**src/design/pdm_pkg.sv**
```systemverilog
// ============================================================================
// PID derivative-on-measurement package
// Shared widths, configuration register indexes, state and command types for
// the controller, the datapath and the register bank.
// ============================================================================
`default_nettype none

package pdm_pkg;

    // Sample width of the setpoint and feedback fields.
    localparam int SAMPLE_WIDTH = 16;

    localparam int GAIN_W   = 16;
    localparam int ERR_W    = SAMPLE_WIDTH + 1;
    localparam int ILIM_W   = 47;
    localparam int ACC_W    = 48;
    localparam int DRIVE_W  = 48;
    localparam int FRAC_SH  = 8;

    // Configuration port.
    localparam int CFG_IDX_W  = 3;
    localparam int CFG_DATA_W = ILIM_W;

    localparam logic [CFG_IDX_W-1:0] REG_PROP_GAIN      = 3'd0;
    localparam logic [CFG_IDX_W-1:0] REG_INTEG_GAIN     = 3'd1;
    localparam logic [CFG_IDX_W-1:0] REG_DERIV_GAIN     = 3'd2;
    localparam logic [CFG_IDX_W-1:0] REG_PERIOD         = 3'd3;
    localparam logic [CFG_IDX_W-1:0] REG_INVERSE_PERIOD = 3'd4;
    localparam logic [CFG_IDX_W-1:0] REG_ERROR_LIMIT    = 3'd5;
    localparam logic [CFG_IDX_W-1:0] REG_INTEGRAL_LIMIT = 3'd6;

    localparam logic [GAIN_W-1:0] RST_PROP_GAIN      = 16'd256;
    localparam logic [GAIN_W-1:0] RST_INTEG_GAIN     = 16'd0;
    localparam logic [GAIN_W-1:0] RST_DERIV_GAIN     = 16'd0;
    localparam logic [GAIN_W-1:0] RST_PERIOD         = 16'd655;
    localparam logic [GAIN_W-1:0] RST_INVERSE_PERIOD = 16'd100;
    localparam logic [GAIN_W-1:0] RST_ERROR_LIMIT    = 16'hFFFF;
    localparam logic [ILIM_W-1:0] RST_INTEGRAL_LIMIT = '1;

    // Shared multiplier: a signed A operand by a 17-bit signed B operand.
    localparam int T_W    = GAIN_W + ERR_W;
    localparam int A_W    = T_W;
    localparam int B_W    = GAIN_W + 1;
    localparam int PROD_W = A_W + B_W;

    // Integral increment after the Q.24 to Q.16 shift, and the accumulator sum.
    localparam int INC_W  = T_W + GAIN_W - FRAC_SH;
    localparam int SUM_W  = ((ACC_W > INC_W) ? ACC_W : INC_W) + 1;

    // Derivative magnitude in Q.8, its cap of 2^48 and the capped widths.
    localparam int DM_W     = 2 * GAIN_W + SAMPLE_WIDTH;
    localparam int DCAP_BIT = 48;
    localparam int DCAP_W   = DCAP_BIT + 1;
    localparam int DMX_W    = (DM_W > DCAP_W) ? DM_W : DCAP_W;
    localparam int D_W      = DCAP_W + FRAC_SH + 1;

    // Proportional term, P + D partial sum and full drive sum.
    localparam int P_W    = T_W;
    localparam int PQ_W   = P_W + FRAC_SH;
    localparam int PD_W   = ((PQ_W > D_W) ? PQ_W : D_W) + 1;
    localparam int DS_W   = ((PD_W > ACC_W) ? PD_W : ACC_W) + 1;

    // Compare width for the error clamp.
    localparam int CMP_W  = ((ERR_W > GAIN_W + 1) ? ERR_W : GAIN_W + 1) + 1;

    typedef enum logic [2:0] {
        S_IDLE,
        S_MUL_P,
        S_MUL_I1,
        S_MUL_I2,
        S_MUL_D1,
        S_MUL_D2,
        S_CLAMP,
        S_SUM
    } t_state;

    typedef enum logic [2:0] {
        MUL_P,
        MUL_I1,
        MUL_I2,
        MUL_D1,
        MUL_D2
    } t_mul_op;

    typedef struct packed {
        logic    load_in;
        logic    mul_en;
        t_mul_op mul_op;
        logic    clamp_err;
        logic    acc_add;
        logic    acc_clamp;
        logic    load_out;
    } t_dp_cmd;

    typedef struct packed {
        logic [GAIN_W-1:0] prop_gain;
        logic [GAIN_W-1:0] integ_gain;
        logic [GAIN_W-1:0] deriv_gain;
        logic [GAIN_W-1:0] period;
        logic [GAIN_W-1:0] inverse_period;
        logic [GAIN_W-1:0] error_limit;
        logic [ILIM_W-1:0] integral_limit;
    } t_cfg;

endpackage

`default_nettype wire

```
**src/design/pdm_cfg.sv**
```systemverilog
// ============================================================================
// PID configuration register bank
// Holds the gains, period, rate and clamp limits written through the port.
// ============================================================================
`default_nettype none

module pdm_cfg (
    input  logic                             i_clk,
    input  logic                             i_rst_n,
    input  logic                             i_cfg_we,
    input  logic [pdm_pkg::CFG_IDX_W-1:0]    i_cfg_index,
    input  logic [pdm_pkg::CFG_DATA_W-1:0]   i_cfg_data,
    output pdm_pkg::t_cfg                    o_cfg
);
    import pdm_pkg::*;

    t_cfg r_cfg;
    t_cfg n_cfg;

    always_comb begin
        n_cfg = r_cfg;
        if (i_cfg_we) begin
            unique case (i_cfg_index)
                REG_PROP_GAIN:      n_cfg.prop_gain      = i_cfg_data[GAIN_W-1:0];
                REG_INTEG_GAIN:     n_cfg.integ_gain     = i_cfg_data[GAIN_W-1:0];
                REG_DERIV_GAIN:     n_cfg.deriv_gain     = i_cfg_data[GAIN_W-1:0];
                REG_PERIOD:         n_cfg.period         = i_cfg_data[GAIN_W-1:0];
                REG_INVERSE_PERIOD: n_cfg.inverse_period = i_cfg_data[GAIN_W-1:0];
                REG_ERROR_LIMIT:    n_cfg.error_limit    = i_cfg_data[GAIN_W-1:0];
                REG_INTEGRAL_LIMIT: n_cfg.integral_limit = i_cfg_data[ILIM_W-1:0];
                default: begin
                    // Writes to unused indexes are dropped.
                    n_cfg = r_cfg;
                end
            endcase
        end
    end

    always_ff @(posedge i_clk) begin
        if (!i_rst_n) begin
            r_cfg.prop_gain      <= RST_PROP_GAIN;
            r_cfg.integ_gain     <= RST_INTEG_GAIN;
            r_cfg.deriv_gain     <= RST_DERIV_GAIN;
            r_cfg.period         <= RST_PERIOD;
            r_cfg.inverse_period <= RST_INVERSE_PERIOD;
            r_cfg.error_limit    <= RST_ERROR_LIMIT;
            r_cfg.integral_limit <= RST_INTEGRAL_LIMIT;
        end else begin
            r_cfg <= n_cfg;
        end
    end

    assign o_cfg = r_cfg;

endmodule

`default_nettype wire

```
**src/design/pdm_ctrl.sv**
```systemverilog
// ============================================================================
// PID sequencer
// Steps the datapath through the multiply, clamp and sum phases of a sample
// and owns the valid flag of the result register.
// ============================================================================
`default_nettype none

module pdm_ctrl (
    input  logic             i_clk,
    input  logic             i_rst_n,
    input  logic             i_in_valid,
    output logic             o_in_stall,
    output logic             o_out_valid,
    input  logic             i_out_stall,
    output pdm_pkg::t_dp_cmd o_cmd
);
    import pdm_pkg::*;

    t_state r_state;
    t_state n_state;
    logic   r_out_valid;
    logic   n_out_valid;
    logic   out_free;
    t_dp_cmd cmd;

    // The result register can take a new value when empty or being drained.
    assign out_free = !r_out_valid || !i_out_stall;

    always_comb begin
        n_state = r_state;
        unique case (r_state)
            S_IDLE:   if (i_in_valid) n_state = S_MUL_P;
            S_MUL_P:  n_state = S_MUL_I1;
            S_MUL_I1: n_state = S_MUL_I2;
            S_MUL_I2: n_state = S_MUL_D1;
            S_MUL_D1: n_state = S_MUL_D2;
            S_MUL_D2: n_state = S_CLAMP;
            S_CLAMP:  n_state = S_SUM;
            S_SUM:    if (out_free) n_state = S_IDLE;
        endcase
    end

    always_comb begin
        cmd           = '0;
        cmd.mul_op    = MUL_P;
        unique case (r_state)
            S_IDLE: begin
                cmd.load_in = i_in_valid;
            end
            S_MUL_P: begin
                cmd.mul_en    = 1'b1;
                cmd.mul_op    = MUL_P;
                cmd.clamp_err = 1'b1;
            end
            S_MUL_I1: begin
                cmd.mul_en = 1'b1;
                cmd.mul_op = MUL_I1;
            end
            S_MUL_I2: begin
                cmd.mul_en = 1'b1;
                cmd.mul_op = MUL_I2;
            end
            S_MUL_D1: begin
                cmd.mul_en = 1'b1;
                cmd.mul_op = MUL_D1;
            end
            S_MUL_D2: begin
                cmd.mul_en  = 1'b1;
                cmd.mul_op  = MUL_D2;
                cmd.acc_add = 1'b1;
            end
            S_CLAMP: begin
                cmd.acc_clamp = 1'b1;
            end
            S_SUM: begin
                cmd.load_out = out_free;
            end
        endcase
    end

    always_comb begin
        if (cmd.load_out) begin
            n_out_valid = 1'b1;
        end else if (!i_out_stall) begin
            n_out_valid = 1'b0;
        end else begin
            n_out_valid = r_out_valid;
        end
    end

    always_ff @(posedge i_clk) begin
        if (!i_rst_n) begin
            r_state     <= S_IDLE;
            r_out_valid <= 1'b0;
        end else begin
            r_state     <= n_state;
            r_out_valid <= n_out_valid;
        end
    end

    assign o_in_stall  = (r_state != S_IDLE);
    assign o_out_valid = r_out_valid;
    assign o_cmd       = cmd;

endmodule

`default_nettype wire

```
**src/design/pdm_dp.sv**
```systemverilog
// ============================================================================
// PID datapath
// One shared multiplier, the integral accumulator with its clamps, the
// derivative cap and the saturating drive sum, with the result register.
// ============================================================================
`default_nettype none

module pdm_dp (
    input  logic                                    i_clk,
    input  logic                                    i_rst_n,
    input  pdm_pkg::t_dp_cmd                        i_cmd,
    input  pdm_pkg::t_cfg                           i_cfg,
    input  logic signed [pdm_pkg::SAMPLE_WIDTH-1:0] i_setpoint,
    input  logic signed [pdm_pkg::SAMPLE_WIDTH-1:0] i_feedback,
    output logic signed [pdm_pkg::DRIVE_W-1:0]      o_drive,
    output logic signed [pdm_pkg::ERR_W-1:0]        o_control_error,
    output logic signed [pdm_pkg::ACC_W-1:0]        o_integral_term
);
    import pdm_pkg::*;

    localparam logic [DMX_W-1:0] D_CAP = DMX_W'(1) << DCAP_BIT;

    // Sample state.
    logic signed [SAMPLE_WIDTH-1:0] r_last_fb;
    logic signed [ACC_W-1:0]        r_integral;
    logic signed [ACC_W-1:0]        n_integral;

    // Working registers.
    logic signed [ERR_W-1:0] r_err;
    logic signed [ERR_W-1:0] r_delta;
    logic signed [ERR_W-1:0] r_cerr;
    logic signed [ERR_W-1:0] n_cerr;
    logic signed [P_W-1:0]   r_p;
    logic signed [T_W-1:0]   r_t;
    logic signed [INC_W-1:0] r_inc;
    logic        [DM_W-1:0]  r_dm;
    logic signed [SUM_W-1:0] r_sum;
    logic signed [PD_W-1:0]  r_pd;
    logic signed [PD_W-1:0]  n_pd;

    // Result register.
    logic signed [DRIVE_W-1:0] r_drive;
    logic signed [DRIVE_W-1:0] n_drive;
    logic signed [ERR_W-1:0]   r_err_out;
    logic signed [ACC_W-1:0]   r_int_out;

    // Multiplier.
    logic signed [A_W-1:0]    mul_a;
    logic signed [B_W-1:0]    mul_b;
    logic signed [PROD_W-1:0] prod;
    logic [SAMPLE_WIDTH-1:0]  delta_mag;
    logic signed [ERR_W-1:0]  delta_neg;

    // Error clamp.
    logic signed [CMP_W-1:0] err_x;
    logic signed [CMP_W-1:0] elim_pos;
    logic signed [CMP_W-1:0] elim_neg;

    // Integral clamp.
    logic signed [SUM_W-1:0] ilim_pos;
    logic signed [SUM_W-1:0] ilim_neg;
    logic signed [SUM_W-1:0] sum_clamped;

    // Derivative and proportional terms.
    logic [DMX_W-1:0]         dm_x;
    logic [DMX_W-1:0]         dm_capped;
    logic [DCAP_W+FRAC_SH-1:0] d_mag_q16;
    logic signed [D_W-1:0]    d_pos;
    logic signed [D_W-1:0]    d_val;
    logic signed [PQ_W-1:0]   p_q16;
    logic                     delta_pos;

    // Drive sum.
    logic signed [DS_W-1:0]        drv_sum;
    logic [DS_W-DRIVE_W:0]         drv_top;

    assign delta_neg = -r_delta;
    assign delta_mag = r_delta[ERR_W-1] ? delta_neg[SAMPLE_WIDTH-1:0]
                                        : r_delta[SAMPLE_WIDTH-1:0];

    always_comb begin
        unique case (i_cmd.mul_op)
            MUL_P: begin
                mul_a = A_W'(r_err);
                mul_b = $signed({1'b0, i_cfg.prop_gain});
            end
            MUL_I1: begin
                mul_a = A_W'(r_cerr);
                mul_b = $signed({1'b0, i_cfg.integ_gain});
            end
            MUL_I2: begin
                mul_a = r_t;
                mul_b = $signed({1'b0, i_cfg.period});
            end
            MUL_D1: begin
                mul_a = $signed(A_W'(delta_mag));
                mul_b = $signed({1'b0, i_cfg.deriv_gain});
            end
            MUL_D2: begin
                mul_a = r_t;
                mul_b = $signed({1'b0, i_cfg.inverse_period});
            end
            default: begin
                mul_a = '0;
                mul_b = '0;
            end
        endcase
    end

    assign prod = PROD_W'(mul_a) * PROD_W'(mul_b);

    // Error clamp to plus or minus the error limit.
    assign err_x    = CMP_W'(r_err);
    assign elim_pos = $signed(CMP_W'(i_cfg.error_limit));
    assign elim_neg = -elim_pos;

    always_comb begin
        priority if (err_x > elim_pos) begin
            n_cerr = elim_pos[ERR_W-1:0];
        end else if (err_x < elim_neg) begin
            n_cerr = elim_neg[ERR_W-1:0];
        end else begin
            n_cerr = r_err;
        end
    end

    // Integral clamp to plus or minus the integral limit.
    assign ilim_pos = $signed(SUM_W'(i_cfg.integral_limit));
    assign ilim_neg = -ilim_pos;

    always_comb begin
        priority if (r_sum > ilim_pos) begin
            sum_clamped = ilim_pos;
        end else if (r_sum < ilim_neg) begin
            sum_clamped = ilim_neg;
        end else begin
            sum_clamped = r_sum;
        end
    end

    assign n_integral = sum_clamped[ACC_W-1:0];

    // Derivative: capped magnitude, negated when the feedback has risen.
    assign dm_x      = DMX_W'(r_dm);
    assign dm_capped = (dm_x > D_CAP) ? D_CAP : dm_x;
    assign d_mag_q16 = {dm_capped[DCAP_W-1:0], {FRAC_SH{1'b0}}};
    assign d_pos     = $signed({1'b0, d_mag_q16});
    assign delta_pos = !r_delta[ERR_W-1] && (r_delta != '0);
    assign d_val     = delta_pos ? -d_pos : d_pos;
    assign p_q16     = $signed({r_p, {FRAC_SH{1'b0}}});
    assign n_pd      = PD_W'(p_q16) + PD_W'(d_val);

    // Drive: P + D + I, saturated to the drive width.
    assign drv_sum = DS_W'(r_pd) + DS_W'(r_integral);
    assign drv_top = drv_sum[DS_W-1:DRIVE_W-1];

    always_comb begin
        priority if ((drv_top == '0) || (drv_top == '1)) begin
            n_drive = drv_sum[DRIVE_W-1:0];
        end else if (drv_sum[DS_W-1]) begin
            n_drive = {1'b1, {(DRIVE_W-1){1'b0}}};
        end else begin
            n_drive = {1'b0, {(DRIVE_W-1){1'b1}}};
        end
    end

    always_ff @(posedge i_clk) begin
        if (!i_rst_n) begin
            r_last_fb  <= '0;
            r_integral <= '0;
        end else begin
            if (i_cmd.load_in) begin
                r_last_fb <= i_feedback;
            end
            if (i_cmd.acc_clamp) begin
                r_integral <= n_integral;
            end
        end
    end

    always_ff @(posedge i_clk) begin
        if (i_cmd.load_in) begin
            r_err   <= ERR_W'(i_setpoint) - ERR_W'(i_feedback);
            r_delta <= ERR_W'(i_feedback) - ERR_W'(r_last_fb);
        end
        if (i_cmd.clamp_err) begin
            r_cerr <= n_cerr;
        end
        if (i_cmd.mul_en && (i_cmd.mul_op == MUL_P)) begin
            r_p <= prod[P_W-1:0];
        end
        if (i_cmd.mul_en && ((i_cmd.mul_op == MUL_I1) || (i_cmd.mul_op == MUL_D1))) begin
            r_t <= prod[T_W-1:0];
        end
        if (i_cmd.mul_en && (i_cmd.mul_op == MUL_I2)) begin
            // Arithmetic shift: Q.24 to Q.16, rounding toward minus infinity.
            r_inc <= prod[T_W+GAIN_W-1:FRAC_SH];
        end
        if (i_cmd.mul_en && (i_cmd.mul_op == MUL_D2)) begin
            r_dm <= prod[DM_W-1:0];
        end
        if (i_cmd.acc_add) begin
            r_sum <= SUM_W'(r_integral) + SUM_W'(r_inc);
        end
        if (i_cmd.acc_clamp) begin
            r_pd <= n_pd;
        end
        if (i_cmd.load_out) begin
            r_drive   <= n_drive;
            r_err_out <= r_err;
            r_int_out <= r_integral;
        end
    end

    assign o_drive         = r_drive;
    assign o_control_error = r_err_out;
    assign o_integral_term = r_int_out;

endmodule

`default_nettype wire

```
**src/design/pid_derivative_on_measurement.sv**
```systemverilog
// ============================================================================
// PID controller with derivative on measurement
// Top level: register bank, sequencer and shared-multiplier datapath.
// ============================================================================
// Each accepted request carries one setpoint and one feedback sample and
// yields one result: the saturated Q32.16 drive value, the unclamped error
// (setpoint minus feedback) and the integral accumulator after this sample.
// A sample occupies the block from the accepting cycle through five
// passes through the single shared 33 by 17 bit multiplier (proportional
// product, the two integral products, the two derivative products), the
// integral clamp with the P plus D sum, and the saturating drive sum.
// The next request is taken in the cycle after the result has
// been written to the output register, so a result waiting on a stalled
// consumer does not hold up the following sample until that sample itself
// reaches its final sum. There is no clearing pass after reset: the
// integral accumulator and the previous feedback sample reset to zero.
// Configuration registers may only be written while the block is idle.
// Writing zero to the inverse period turns the derivative term off, and a
// zero integral limit holds the integral at zero.
// ============================================================================
`default_nettype none

module pid_derivative_on_measurement (
    input  logic                                    i_clk,
    input  logic                                    i_rst_n,
    // Sample request channel.
    input  logic                                    i_in_valid,
    output logic                                    o_in_stall,
    input  logic signed [pdm_pkg::SAMPLE_WIDTH-1:0] i_setpoint,
    input  logic signed [pdm_pkg::SAMPLE_WIDTH-1:0] i_feedback,
    // Result channel.
    output logic                                    o_out_valid,
    input  logic                                    i_out_stall,
    output logic signed [pdm_pkg::DRIVE_W-1:0]      o_drive,
    output logic signed [pdm_pkg::ERR_W-1:0]        o_control_error,
    output logic signed [pdm_pkg::ACC_W-1:0]        o_integral_term,
    // Configuration write port.
    input  logic                                    i_cfg_we,
    input  logic [pdm_pkg::CFG_IDX_W-1:0]           i_cfg_index,
    input  logic [pdm_pkg::CFG_DATA_W-1:0]          i_cfg_data
);
    import pdm_pkg::*;

    t_cfg    cfg;
    t_dp_cmd cmd;

    // Software-visible gains, period, rate and limits.
    pdm_cfg u_cfg (
        .i_clk       (i_clk),
        .i_rst_n     (i_rst_n),
        .i_cfg_we    (i_cfg_we),
        .i_cfg_index (i_cfg_index),
        .i_cfg_data  (i_cfg_data),
        .o_cfg       (cfg)
    );

    // The sequencer decides which product the multiplier forms each cycle.
    pdm_ctrl u_ctrl (
        .i_clk       (i_clk),
        .i_rst_n     (i_rst_n),
        .i_in_valid  (i_in_valid),
        .o_in_stall  (o_in_stall),
        .o_out_valid (o_out_valid),
        .i_out_stall (i_out_stall),
        .o_cmd       (cmd)
    );

    // The datapath keeps the integral and previous feedback between samples.
    pdm_dp u_dp (
        .i_clk           (i_clk),
        .i_rst_n         (i_rst_n),
        .i_cmd           (cmd),
        .i_cfg           (cfg),
        .i_setpoint      (i_setpoint),
        .i_feedback      (i_feedback),
        .o_drive         (o_drive),
        .o_control_error (o_control_error),
        .o_integral_term (o_integral_term)
    );

endmodule

`default_nettype wire

```
**config.mk**
```make
export PLATFORM = sky130hd
export DESIGN_NAME = pid_derivative_on_measurement
export DESIGN_NICKNAME = d
export VERILOG_FILES = /design/src/design/pdm_pkg.sv /design/src/design/pdm_cfg.sv /design/src/design/pdm_ctrl.sv /design/src/design/pdm_dp.sv /design/src/design/pid_derivative_on_measurement.sv
export SDC_FILE = /design/constraint.sdc
export NUM_CORES = 2
export LEC_CHECK = 0
export ABC_CLOCK_PERIOD_IN_PS = 12300
export BUFFER_PORTS_ARGS = -buffer_cell sky130_fd_sc_hd__buf_2
export CAP_MARGIN = 20
export CORE_ASPECT_RATIO = 0.9
export CORE_MARGIN = 10
export CORE_UTILIZATION = 40
export CTS_CLUSTER_SIZE = 14
export DETAILED_ROUTE_END_ITERATION = 12
export GPL_TIMING_DRIVEN = 0
export RECOVER_POWER = 25
export SLEW_MARGIN = 20
export SYNTH_ARGS = -nofsm -noshare
export SYNTH_HDL_FRONTEND = slang
export SYNTH_SLANG_ARGS = --single-unit
```
**constraint.sdc**
```tcl
create_clock -name i_clk -period 12.3 [get_ports i_clk]
set_clock_uncertainty 0.2 [all_clocks]
set_input_delay 2.46 -clock i_clk [delete_from_list [all_inputs] [get_ports i_clk]]
set_output_delay 2.46 -clock i_clk [all_outputs]
set_load 0.01 [all_outputs]
```
==> reports/metrics.yaml <==
num_antenna_cells: 0
cp-start-kind: "flip-flop"
async_flop_share_pct: 0
slew_violations: 43
fin_crit_ns: 11.39
dieArea_sq_um: 155000
grt_overflow_total: 0
numCtsBuffers: 73
ys_ff_latch: 630
path_max_fanout: 25
worstSkewPairLatency_ns: 0.69
status: "finished with violations"
rsz0062_at_grt: "no"
synth_most_common_cell: "inv_1"
r2r-start: "u_ctrl.r_state[0]"
worst_pin_slew_ns: 2.51
avgSynthCellArea_sq_um: 9.27
maxSlewHeadroom_pct: -67.6
die_h_um: 375
maxCapViolCount: 1
post-route-drc-count: 0
crit_family: "compound AO/OA/AOI/OAI gates"
cts-resized-gates: 0
crit_required_ns: 12.52
grt_first_pass_wirelength_um: 279000
dieWidth_um: 414
synth.distinct_cells: 89
place_hpwl_um: 149000
ctsHoldBuffers: 0
setup_viol: 0
pwr_density_cell_nw_per_um2: 146
clock_path_buffers: 3
critPathBufInv: 8
cp_slowest_cell: "clkbuf_1"
synth_ff_type: "edfxtp_1"
hp-class: "reg -> reg"
synth.area.top_cells: "edfxtp_1, fa_1, ha_1"
place.gp.congestion: 0.966
h-tree-depth: 3
syn_area_sq_um: 55900
drtAntennaViolNets: 0
hold_start: "u_dp.r_last_fb[12]"
crit_top_cell: "fa_1"
cts_tree: "yes"
root_buffer: "clkbuf_16"
cp.arrival_ns: 11.61
synthCells: 6031
synth_top_area_cell: "edfxtp_1"
grt_start_max_net_pins: 43
grt_usage_pct: 23.2
cts_sinks: 630
rows: 130
synth_fp_nets: 7050
synth-seq-area-share_pct: 30.0
start_util_pct: 40.2
cp-startpoint: "u_ctrl.r_state[0]"
yosys_warnings: 0
synth_commonest_cells: "inv_1, nand2_1, nor2_1"
antenna_found_initial: 6
vias: 45381
dr.pass1.iters: 6
leakagePower_nw: 27.3
ios: 202
ir_drop_mv: 0.111
design_area_sq_um: 62300
synth_top_area_share_pct: 22.5
cpPeakStageDelay_ns: 0.75
worst-setup-path-type: "reg -> reg"
hold_viol_final: 0
critPathCaptureType: "flip-flop"
via_per_inst: 5.50
fmax_mhz: 87.8
violations: "capacitance limit, slew limit"
syn2layout_area_growth_pct: 11.4
post_cts_buffers: 0
fin_crit_sh_pct: 92.6
core-area_sq_um: 139000
first_iter_violations: 3936
clk_pin_slew_worst_paths_ns: 0.06
io_buffers: 201
drt-wirelength-per-cell_um: 22.3
place_area_sq_um: 59900
finalWirelength_um: 184000
grt_pass1_vias: 45155
drive_gt1_share_pct: 6.94
layout.nets: 7357
synth_edf_count: 419
power_mw: 9.09
state kept, by name, indices dropped and copies added, names as in the netlist, 41 cells and up:
signal and flops:
u_dp.r_dm 48, u_dp.r_pd 51, u_cfg.o_cfg 143, u_dp.o_integral_term 48
u_dp.r_sum 49, u_dp.o_drive 48, u_dp.r_inc 41, u_dp.r_integral 48
final timing paths:
kind / endpoint / slack, ns / depth (start not counted)
worst max-delay path: u_dp.r_dm[41] / 0.91 / 29
worst min-delay path: u_dp.r_last_fb[12] / 0.25 / 2
worst max register to register: u_dp.r_dm[41] / 0.91 / 29
worst min register to register: u_dp.r_last_fb[12] / 0.25 / 2
tightest hold or removal path, cell delays in order (launching register included):
cell and delay (ns):
dfxtp_1 0.30, nand2_1 0.05, a21oi_1 0.05
layer usage:
metal / vias up / track usage (%) / routed length (um)
li1: 21077 / - / -
met1: 22268 / 31.4 / 79300
met2: 1722 / 37.3 / 82700
met3: 312 / 4.18 / 14800
met4: 2 / 7.90 / 6990
met5: - / 0 / 13
power by group:
| part | internal (mW) | switching, mW | total (mW) |
|---|---|---|---|
| sequential | 2.69 | 0.130 | 2.82 |
| clock | 1.36 | 0.973 | 2.34 |
| combinational | 1.34 | 2.59 | 3.93 |
| total | 5.39 | 3.70 | 9.09 |
cell type report:
class                           count  area [sq um]
Buffer                            239           936
Clock inverter                     45           624
Inverter                          831          3120
Fill cell                       13472         76900
Sequential cell                   630         16800
Tap cell                         1848          2310
Multi-Input combinational cell   4331         35200
Clock buffer                       90          1920
Timing Repair Buffer              232          1370
through the flow:
| stage | setup slack [ns] | TNS (ns) | hold slack (ns) | std cells | util, % |
|---|---|---|---|---|---|
| floorplan | 2.29 | 0 | 0.236 | 6031 | - |
| global placement | -1.00 | -53.04 | 0.241 | 8080 | 42.6 |
| detailed placement | 1.08 | 0 | 0.247 | 8110 | 43.0 |
| CTS | 1.03 | 0 | 0.255 | 8245 | 44.8 |
| global route | 0.333 | 0 | 0.271 | 8246 | 44.8 |
| finish | 0.915 | 0 | 0.253 | 8246 | 44.8 |
cells by family after synthesis:
kind of cell	Yosys count	synth area share [%]
compound gates	1263	14.9
xor+xnor	307	4.82
fa+ha+maj	932	27.6
buf+inv	1070	7.24
flops	630	30.0
mux	90	1.65
simple gates	1739	13.8
placed cells by master, fill, tap and decap left out, types with 76 or more instances in the layout:
master / instances
o21a_1: 86
edfxtp_1: 419
inv_1: 830
ha_1: 429
xnor2_1: 233
o211ai_1: 83
nand3_1: 121
nor2_1: 528
fa_1: 503
a21o_1: 163
clkbuf_1: 232
dfxtp_1: 211
buf_2: 215
a21oi_1: 371
mux2i_1: 76
nand2_1: 724
o21ai_0: 200
(Power assumes the default switching activity.)
